==> src/hdl/mqttd_pkg.sv <==
`timescale 1ns / 1ps
// ----------------------------------------------------------------------------
// mqttd_pkg
// Shared types and codes for the inbound publish deframer.
// ----------------------------------------------------------------------------
package mqttd_pkg;

	localparam logic [2:0] KIND_TOPIC   = 3'd0;
	localparam logic [2:0] KIND_PAYLOAD = 3'd1;
	localparam logic [2:0] KIND_ACK     = 3'd2;
	localparam logic [2:0] KIND_PING    = 3'd3;
	localparam logic [2:0] KIND_DROP    = 3'd4;
	localparam logic [2:0] KIND_OTHER   = 3'd5;
	localparam logic [2:0] KIND_EMPTY   = 3'd6;

	localparam logic       CMD_BYTE = 1'b0;
	localparam logic       CMD_TICK = 1'b1;

	localparam logic [3:0]  TYPE_PUBLISH      = 4'h3;
	localparam logic [1:0]  QOS_ONE           = 2'd1;
	localparam logic [15:0] DEFAULT_KEEPALIVE = 16'd60;

	typedef struct packed {
		logic       cmd;
		logic [7:0] rx_byte;
	} item_t;

	typedef struct packed {
		logic [2:0]  kind;
		logic [7:0]  data_byte;
		logic [15:0] ack_id;
		logic        message_end;
		logic [3:0]  packet_type;
	} result_t;

	// one step's outcome from a unit to the top level
	typedef struct packed {
		logic    valid;
		result_t item;
	} step_out_t;

endpackage

==> src/hdl/mqttd_keepalive.sv <==
`timescale 1ns / 1ps
// ----------------------------------------------------------------------------
// mqttd_keepalive
// Keepalive interval register and seconds counter; requests a ping when due.
// ----------------------------------------------------------------------------
module mqttd_keepalive (
	input  logic                  clk,
	input  logic                  arst_n,
	input  logic                  cfg_we,
	input  logic [15:0]           cfg_data,
	input  logic                  tick,
	output mqttd_pkg::step_out_t  ping
);
	import mqttd_pkg::*;

	logic [15:0] keepalive_q;
	logic [15:0] seconds_q;
	logic [15:0] interval;
	logic [15:0] seconds_inc;
	logic        due;

	// zero in the register means the default interval
	assign interval    = (keepalive_q != 16'd0) ? keepalive_q : DEFAULT_KEEPALIVE;
	assign seconds_inc = seconds_q + 16'd1;
	assign due         = seconds_inc >= interval;

	always_ff @(posedge clk or negedge arst_n) begin
		if (!arst_n) begin
			keepalive_q <= DEFAULT_KEEPALIVE;
			seconds_q   <= 16'd0;
		end else begin
			if (cfg_we) begin
				keepalive_q <= cfg_data;
			end
			if (tick) begin
				seconds_q <= due ? 16'd0 : seconds_inc;
			end
		end
	end

	always_comb begin
		ping                  = '0;
		ping.valid            = tick && due;
		ping.item.kind        = KIND_PING;
	end

endmodule

==> src/hdl/mqttd_parse.sv <==
`timescale 1ns / 1ps
// ----------------------------------------------------------------------------
// mqttd_parse
// Per-packet parse state and next-state logic: fixed header, remaining
// length, topic, packet id, payload and skip of unwanted packets.
// ----------------------------------------------------------------------------
module mqttd_parse (
	input  logic                  clk,
	input  logic                  arst_n,
	input  logic                  step,
	input  logic [7:0]            rx_byte,
	output mqttd_pkg::step_out_t  res
);
	import mqttd_pkg::*;

	localparam logic [2:0] PH_HEADER  = 3'd0;
	localparam logic [2:0] PH_LENGTH  = 3'd1;
	localparam logic [2:0] PH_TLEN    = 3'd2;
	localparam logic [2:0] PH_TOPIC   = 3'd3;
	localparam logic [2:0] PH_ID      = 3'd4;
	localparam logic [2:0] PH_PAYLOAD = 3'd5;
	localparam logic [2:0] PH_SKIP    = 3'd6;

	logic [2:0]  phase_q,  phase_n;
	logic [7:0]  header_q, header_n;
	logic [1:0]  idx_q,    idx_n;
	logic [27:0] remain_q, remain_n;
	logic [15:0] topic_q,  topic_n;
	logic [7:0]  id_hi_q,  id_hi_n;

	logic        is_publish;
	logic        is_qos1;
	logic [3:0]  type_nib;
	logic [27:0] remain_dec;
	logic [27:0] len_part;
	logic [27:0] remain_or;
	logic [15:0] topic_full;
	logic [15:0] topic_dec;
	logic [27:0] need;

	assign type_nib   = header_q[7:4];
	assign is_publish = type_nib == TYPE_PUBLISH;
	assign is_qos1    = header_q[2:1] == QOS_ONE;
	assign remain_dec = (remain_q != 28'd0) ? remain_q - 28'd1 : remain_q;
	assign remain_or  = remain_q | len_part;
	assign topic_full = topic_q | {8'd0, rx_byte};
	assign topic_dec  = (topic_q != 16'd0) ? topic_q - 16'd1 : topic_q;
	assign need       = {12'd0, topic_full} + (is_qos1 ? 28'd2 : 28'd0);

	// seven length bits placed by varint byte position
	always_comb begin
		case (idx_q)
			2'd0:    len_part = {21'd0, rx_byte[6:0]};
			2'd1:    len_part = {14'd0, rx_byte[6:0], 7'd0};
			2'd2:    len_part = {7'd0, rx_byte[6:0], 14'd0};
			default: len_part = {rx_byte[6:0], 21'd0};
		endcase
	end

	always_comb begin
		phase_n  = phase_q;
		header_n = header_q;
		idx_n    = idx_q;
		remain_n = remain_q;
		topic_n  = topic_q;
		id_hi_n  = id_hi_q;
		res      = '0;

		case (phase_q)
			PH_LENGTH: begin
				remain_n = remain_or;
				if (rx_byte[7] && idx_q != 2'd3) begin
					idx_n = idx_q + 2'd1;
				end else begin
					idx_n = 2'd0;
					if (remain_or == 28'd0) begin
						phase_n               = PH_HEADER;
						res.valid             = 1'b1;
						res.item.kind         = is_publish ? KIND_DROP : KIND_OTHER;
						res.item.packet_type  = type_nib;
					end else begin
						phase_n = is_publish ? PH_TLEN : PH_SKIP;
					end
				end
			end

			PH_TLEN: begin
				remain_n = remain_dec;
				if (idx_q == 2'd0) begin
					topic_n = {rx_byte, 8'd0};
					idx_n   = 2'd1;
					if (remain_dec == 28'd0) begin
						phase_n              = PH_HEADER;
						res.valid            = 1'b1;
						res.item.kind        = KIND_DROP;
						res.item.packet_type = type_nib;
					end
				end else begin
					idx_n   = 2'd0;
					topic_n = topic_full;
					if (need > remain_dec) begin
						phase_n              = (remain_dec != 28'd0) ? PH_SKIP : PH_HEADER;
						res.valid            = 1'b1;
						res.item.kind        = KIND_DROP;
						res.item.packet_type = type_nib;
					end else if (topic_full != 16'd0) begin
						phase_n = PH_TOPIC;
					end else if (is_qos1) begin
						phase_n = PH_ID;
					end else if (remain_dec == 28'd0) begin
						phase_n              = PH_HEADER;
						res.valid            = 1'b1;
						res.item.kind        = KIND_EMPTY;
						res.item.message_end = 1'b1;
					end else begin
						phase_n = PH_PAYLOAD;
					end
				end
			end

			PH_TOPIC: begin
				remain_n           = remain_dec;
				topic_n            = topic_dec;
				res.valid          = 1'b1;
				res.item.kind      = KIND_TOPIC;
				res.item.data_byte = rx_byte;
				if (topic_dec == 16'd0) begin
					if (is_qos1) begin
						phase_n = PH_ID;
						idx_n   = 2'd0;
					end else if (remain_dec == 28'd0) begin
						phase_n              = PH_HEADER;
						res.item.message_end = 1'b1;
					end else begin
						phase_n = PH_PAYLOAD;
					end
				end
			end

			PH_ID: begin
				remain_n = remain_dec;
				if (idx_q == 2'd0) begin
					id_hi_n = rx_byte;
					idx_n   = 2'd1;
				end else begin
					idx_n                = 2'd0;
					phase_n              = (remain_dec == 28'd0) ? PH_HEADER : PH_PAYLOAD;
					res.valid            = 1'b1;
					res.item.kind        = KIND_ACK;
					res.item.ack_id      = {id_hi_q, rx_byte};
					res.item.message_end = remain_dec == 28'd0;
				end
			end

			PH_PAYLOAD: begin
				remain_n             = remain_dec;
				res.valid            = 1'b1;
				res.item.kind        = KIND_PAYLOAD;
				res.item.data_byte   = rx_byte;
				res.item.message_end = remain_dec == 28'd0;
				if (remain_dec == 28'd0) begin
					phase_n = PH_HEADER;
				end
			end

			PH_SKIP: begin
				remain_n = remain_dec;
				if (remain_dec == 28'd0) begin
					phase_n = PH_HEADER;
					if (!is_publish) begin
						res.valid            = 1'b1;
						res.item.kind        = KIND_OTHER;
						res.item.packet_type = type_nib;
					end
				end
			end

			default: begin
				header_n = rx_byte;
				idx_n    = 2'd0;
				remain_n = 28'd0;
				topic_n  = 16'd0;
				phase_n  = PH_LENGTH;
			end
		endcase

		// results only count on a real step
		res.valid = res.valid && step;
	end

	always_ff @(posedge clk or negedge arst_n) begin
		if (!arst_n) begin
			phase_q  <= PH_HEADER;
			header_q <= 8'd0;
			idx_q    <= 2'd0;
			remain_q <= 28'd0;
			topic_q  <= 16'd0;
			id_hi_q  <= 8'd0;
		end else if (step) begin
			phase_q  <= phase_n;
			header_q <= header_n;
			idx_q    <= idx_n;
			remain_q <= remain_n;
			topic_q  <= topic_n;
			id_hi_q  <= id_hi_n;
		end
	end

endmodule

==> src/hdl/mqtt_inbound_publish_deframer.sv <==
`timescale 1ns / 1ps
// an accepted word is held in the input register, then its result in the output register
// throughput: one word per cycle, limited only by the result side stalling
// the parse and keepalive state advance in the input-to-result stage
// reset: asynchronous, parse idle waiting for a header byte, keepalive at 60
// ----------------------------------------------------------------------------
// mqtt_inbound_publish_deframer
// Deframes received MQTT bytes, streams publish topic and payload bytes,
// requests acknowledges for QoS 1 and keepalive pings on one-second ticks.
// ----------------------------------------------------------------------------
module mqtt_inbound_publish_deframer (
	input  logic                clk,
	input  logic                arst_n,
	input  logic                item_valid,
	output logic                item_stall,
	input  mqttd_pkg::item_t    item,
	output logic                result_valid,
	input  logic                result_stall,
	output mqttd_pkg::result_t  result,
	input  logic                cfg_valid,
	output logic                cfg_ready,
	input  logic [15:0]         cfg_data
);
	import mqttd_pkg::*;

	logic      valid_s1;
	item_t     item_s1;
	logic      advance;
	logic      fire;
	step_out_t parse_res;
	step_out_t ping_res;
	step_out_t sel;

	// output register free or being drained this cycle
	assign advance    = !result_valid || !result_stall;
	assign fire       = valid_s1 && advance;
	assign item_stall = valid_s1 && !advance;
	assign cfg_ready  = 1'b1;

	mqttd_parse u_parse (
		.clk     (clk),
		.arst_n  (arst_n),
		.step    (fire && item_s1.cmd == CMD_BYTE),
		.rx_byte (item_s1.rx_byte),
		.res     (parse_res)
	);

	mqttd_keepalive u_keepalive (
		.clk      (clk),
		.arst_n   (arst_n),
		.cfg_we   (cfg_valid && cfg_ready),
		.cfg_data (cfg_data),
		.tick     (fire && item_s1.cmd == CMD_TICK),
		.ping     (ping_res)
	);

	assign sel = (item_s1.cmd == CMD_TICK) ? ping_res : parse_res;

	always_ff @(posedge clk or negedge arst_n) begin
		if (!arst_n) begin
			valid_s1 <= 1'b0;
		end else if (!item_stall) begin
			valid_s1 <= item_valid;
		end
	end

	always_ff @(posedge clk) begin
		if (item_valid && !item_stall) begin
			item_s1 <= item;
		end
	end

	always_ff @(posedge clk or negedge arst_n) begin
		if (!arst_n) begin
			result_valid <= 1'b0;
		end else if (advance) begin
			result_valid <= valid_s1 && sel.valid;
		end
	end

	always_ff @(posedge clk) begin
		if (advance) begin
			result <= sel.item;
		end
	end

endmodule
==> config.mk <==
export PLATFORM = sky130hd
export DESIGN_NAME = mqtt_inbound_publish_deframer
export DESIGN_NICKNAME = d
export VERILOG_FILES = /design/src/hdl/mqttd_pkg.sv /design/src/hdl/mqttd_keepalive.sv /design/src/hdl/mqttd_parse.sv /design/src/hdl/mqtt_inbound_publish_deframer.sv
export SDC_FILE = /design/constraint.sdc
export NUM_CORES = 1
export LEC_CHECK = 0
export ABC_AREA = 1
export BUFFER_PORTS_ARGS = -buffer_cell sky130_fd_sc_hd__buf_2
export CAP_MARGIN = 10
export CORE_MARGIN = 8
export CORE_UTILIZATION = 55
export DETAILED_ROUTE_END_ITERATION = 12
export PLACE_DENSITY = 0.73
export SLEW_MARGIN = 20
export SYNTH_ARGS = -nofsm -noshare
export SYNTH_HDL_FRONTEND = slang
export SYNTH_HIERARCHICAL = 1
export SYNTH_SLANG_ARGS = --single-unit
==> constraint.sdc <==
create_clock -name clk -period 7.1 [get_ports clk]
set_input_delay 1.065 -clock clk [delete_from_list [all_inputs] [get_ports clk]]
set_output_delay 1.065 -clock clk [all_outputs]
set_load 0.01 [all_outputs]
# Word level (Yosys, flattened, before mapping)
# Index checks and enable logic that the tools add are counted.
# Widths: inputs -> output; s select.
[totals] reg_bits=140 inputBits=30 output_inout_bits=35 elab_cells=142
[classes] n_addsub=5 order_cmp=2 eq_ne=15 mux=59 bitwise=8 n_reduce_logical=36
[op_table] op="$pmux 28 s3" n=1
[op_table] op="$mux 16" n=5
[op_table] op="$mux 4" n=18
[op_table] op="$logic_not 28->1" n=2
[op_table] op="$pmux 28 s2" n=1
[op_table] op="$reduce_bool 28->1" n=2
[op_table] op="$pmux 16 s3" n=1
[op_table] op="$reduce_bool 16->1" n=3
[op_table] op="$mux 3" n=12
[op_table] op="$mux 33" n=1
[op_table] op="$add 16x28->28" n=1
[op_table] op="$gt 28x28->1" n=1
[op_table] op="$mux 28" n=1
[op_table] op="$or 28x28->28" n=1
[op_table] op="$sub 28x1->28 const B" n=1
[op_table] op="$pmux 4 s6" n=1
[op_table] op="$mux 17" n=1
[op_table] op="$add 16x1->16 const B" n=1
[op_table] op="$ge 16x16->1" n=1
[op_table] op="$logic_not 16->1" n=1
[op_table] op="$or 16x8->16" n=1
[op_table] op="$sub 16x1->16 const B" n=1
[op_table] op="$pmux 3 s5" n=1
[op_table] op="$pmux 4 s3" n=1
[op_table] op="other kinds (27)" n=65

# Longest topological paths before layout
[depth] word_depth=12 depth_mapped=28 depth_no_buf=27

# Hierarchy
# Netlist, hierarchy kept.
[by_module_without_submodules] mod="mqttd_parse" instances=1 cells_per_inst=1019 area_each_um2=6209.7 seq_area_each_um2=1576.5
[by_module_without_submodules] mod="mqttd_keepalive" instances=1 cells_per_inst=318 area_each_um2=2367.3 seq_area_each_um2=805.8
[by_module_without_submodules] mod="mqtt_inbound_publish_deframer" instances=1 cells_per_inst=166 area_each_um2=1831.8 seq_area_each_um2=1281.2

# Least setup slack after synthesis
# Ideal clock, no wire load.
[synth_path] path_kind="input -> register" from="input result_stall" to="register u_parse.topic_q[12]" setup_ns=0.083 arrival_time_ns=3.662 required_time_ns=7.017 path_slack_ns=3.355 cell_stages=11 path_buffers=0 path_cell_list="nand2_1 > inv_1 > nor3_1 > inv_1 > nor2_1 > inv_1 > nor2_1 > inv_1 > nor2_1 > inv_1 > o21ai_0"
[synth_via] elab_chain_len=5
[synth_rtl] element="start, declared" line="mqtt_inbound_publish_deframer.sv:18" text="input logic result_stall,"
[synth_rtl] element="$logic_not 1->1" line="mqtt_inbound_publish_deframer.sv:35" text="assign advance = !result_valid || !result_stall;"
[synth_rtl] element="$logic_or 1x1->1" line="mqtt_inbound_publish_deframer.sv:35"
[synth_rtl] element="$logic_and 1x1->1" line="mqtt_inbound_publish_deframer.sv:36" text="assign fire = valid_s1 && advance;"
[synth_rtl] element="$logic_and 1x1->1" line="mqtt_inbound_publish_deframer.sv:43" text=".step (fire && item_s1.cmd == CMD_BYTE),"
[synth_rtl] element="$reduce_and 2->1 (no source line)"
[synth_rtl] element="end signal, assigned" line="mqttd_parse.sv:204" text="topic_q <= topic_n;"
[synth_rtl] element="end, declared" line="mqttd_parse.sv:28" text="logic [15:0] topic_q, topic_n;"
# No other way between the ends.
# A chain may end at the register's enable or synchronous reset.

==> impl_metrics.toml <==
[run_status]
outcome = "complete, no violations"

[power_and_ir_drop]
p_leak_nw = 5.542
share_seq_of_total_power_pct = 28.9
p_int_mw = 2.213
comb_power_share_pct = 50.1
p_sw_mw = 2.087
power_frac_clock_pct = 21.0
max-vdd-ir-drop_mv = 0.2160
powerDensity_nw_per_um2 = 381.0
p_sw_share_pct = 48.54

[synthesis]
synth_top_area_share_pct = 22.36
synth-seq-cells = 138
syn_area_um2 = 10410
synth-warning-count = 6
yosysSeqAreaShare_pct = 35.20
async_flop_share_pct = 70.29
synth_edf_count = 41
synthTopCellsByArea = "dfrtp_1 (22%), nand2_1 (16%), edfxtp_1 (12%)"
syn_avg_cell_area_um2 = 6.925
synth_ff_type = "dfrtp_1"
synth_most_common_cell = "nand2_1"
yosys-top-cells-count = "nand2_1 (430), nor2_1 (189), inv_1 (160)"
yosysUniqueCellTypes = 48
synth_top_cell_by_area = "dfrtp_1"
synth_cells = 1503

[final_layout]
final_nets = 1621
nFillCells = 1765
n_antenna_cell = 0
drive_above_1_share_pct = 11.27
register_area_um2 = 3664
post-route-util_pct = 60.54
fin_cells = 1796
syn_to_final_growth_pct = 8.439
design_area_um2 = 11290
multi_input_area_um2 = 5707

[cts]
clkLatencyLatePin_ns = 0.43
hold_buffers = 0
numClockSinks = 138
cts_buffers = 17
cts.clk_slew.worst_paths_ns = 0.06
htreeDepth = 4
cts_tree = "yes"
cts_buffer_depth = 2
cts_resized = 0
clock-root-buffer = "clkbuf_16"
post_cts_buffers = 0

[timing]
setup_viol = 0
tightest_slew_ns = 0.9198
finalCritPeriodShare_pct = 57.36
fmax_mhz = 245.5
period_needed_ns = 4.073
report.final.hold_viol_count = 0
drv_slew = 0
fin_skew_ns = 0.01049
rsz0062_at_grt = "no"
fin_tns_setup_ns = 0
max_slew_margin_pct = 38.68

[global_route]
grtUsageTotal_pct = 25.90
grt_overflow_total = 0
grt_pass1_wl_um = 49340
antenna_found_initial = 0
grt_max_degree = 72
grt_pass1_vias = 9592

[min_path]
hp-start = "u_parse/id_hi_q[7]$_DFFE_PN0P_"
holdPathStages = 2
hold_path_class = "flop to flop"
hold-path-endpoint = "u_parse/id_hi_q[7]$_DFFE_PN0P_"

[worst_setup_path]
endpoint_kind = "flop"
r2r_start = "item_s1[4]$_DFFE_PP_"
cpMostUsedCell = "nand2_1"
crit_start = "item_s1[4]$_DFFE_PP_"
arrival_ns = 4.26
r2r_end = "result[1]$_DFFE_PP_"
start_kind = "flop"
crit_path_cell_trace = "inv_1 > nand2_1 > nand2_1 > nor3_1 > nand3_1 > nor4_1 > nand4_1 > xor2_1 > ha_1 > nand3_1 > nor2_1 > nand2_1 > nor2_1 > nand2_1 > nand2_2 > nand2_1 > nand2_2 > nand2_1 > and3_1 > nand2_2 > nand2_1"
required_ns = 7.28
r2r_cells = 21
slowest_delay_ns = 0.60
r2r_setup_slack_ns = 3.03
critPathMaxFanout = 6
slowest_stage = "edfxtp_1"
setup.worst_path.class = "flop to flop"

[place]
place_area_um2 = 10700
dpl.hpwl_um = 22840
routabilityCongestion = 1.018
port_buffers = 63
place_inst = 1764

[routing]
first_pass_iters = 6
drtIter0Drc = 974
wl_um = 30460
vias = 10130
route.detailed.drc = 0
post_drt_wl_per_cell_um = 16.96
via_per_inst = 5.643
ant_nets = 0

[die]
initial_core_util_pct = 55.83
floorplan.die.width_um = 153.6
die-area_um2 = 23580
rows = 50
boundaryPins = 65
die_y_um = 153.6
core_region_area_um2 = 18640

[run]
maxCapViolCount = 0
## through the flow
step / power (mW) / hold slack [ns] / worst slack [ns]
after floorplan: 2.740 / 0.4530 / 3.355
after global placement: 3.328 / 0.4667 / 3.192
after detailed placement: 3.326 / 0.4740 / 3.033
after CTS: 4.246 / 0.4901 / 3.084
after global routing: 4.600 / 0.5152 / 2.691
final: 4.300 / 0.4869 / 3.027
## metal layers
metal	global-route usage (%)	wire, um	vias up
li1	-	-	4930
met1	34.20	13150	4624
met5	0	0	-
met4	10.73	1088	0
met2	39.62	13370	487
met3	6.867	2855	93
## registers in the layout, summed over array words and instances (netlist names)
name / count
u_keepalive/keepalive_q: 16
valid_s1: 1
item_s1: 9
u_parse/topic_q: 16
u_parse/id_hi_q: 8
u_parse/phase_q: 3
u_parse/remain_q: 28
u_keepalive/seconds_q: 16
u_parse/header_q: 6
u_parse/idx_q: 2
result: 32
result_valid: 1
## worst max-delay path: cells and delay by family (launching register included)
kind | cells | cell delay [ns]
xor gates and xnor gates | 1 | 0.18
adders and majority gates | 1 | 0.33
buffers and inverters | 1 | 0.23
DFF | 1 | 0.60
and+or+nand+nor | 18 | 2.51
## worst max-delay path by stage
| stage | endpoint | slack [ns] | depth (start not counted) |
|---|---|---|---|
| after global routing | result[3]$_DFFE_PP_ | 2.69 | 23 |
| after floorplan | u_parse/topic_q[12]$_DFFE_PN0P_ | 3.36 | 11 |
| after global placement | u_parse/topic_q[12]$_DFFE_PN0P_ | 3.19 | 14 |
| after CTS | result[1]$_DFFE_PP_ | 3.08 | 23 |
| after detailed placement | u_parse/topic_q[12]$_DFFE_PN0P_ | 3.03 | 14 |
| final | result[1]$_DFFE_PP_ | 3.03 | 21 |
## layout by cell type, fill, tap and decap left out, types with 15 or more instances in the layout
cell       instances
inv_1            160
a31oi_1           15
xor2_1            29
dfrtp_1           93
buf_2             62
o21ai_0           83
edfxtp_1          41
nor2_2            19
nand2_1          430
clkbuf_16         17
nand2_2           32
ha_1              42
nand4_1           48
nor2_1           189
conb_1            33
nand3_1           81
a21oi_1           50
## cells by family after synthesis
family,after synthesis,synth area share (%)
DFF,138,35.20
and+or+nand+nor,841,34.81
buffers and inverters,247,11.11
AOI/OAI and AO/OA,195,10.52
xor gates and xnor gates,36,3.101
other,3,0.1082
adders and majority gates,42,5.049
muxes,1,0.1082
## cell type report
class,instances,share of cell area (%)
timing repair buffer,71,3.348
sequential,138,32.46
clock inverter,15,1.452
tap,234,2.594
multi-input combinational,1148,50.56
inverter,173,5.820
clock buffer,17,3.769
## power groups by stage
stage / registers, mW / clock network, mW / logic [mW]
after CTS: 1.23 / 0.915 / 2.10
after floorplan: 1.18 / 0 / 1.56
final: 1.24 / 0.903 / 2.16
after detailed placement: 1.24 / 0 / 2.09
after global routing: 1.25 / 0.951 / 2.40
after global placement: 1.24 / 0 / 2.08
(Power assumes the default switching activity.)
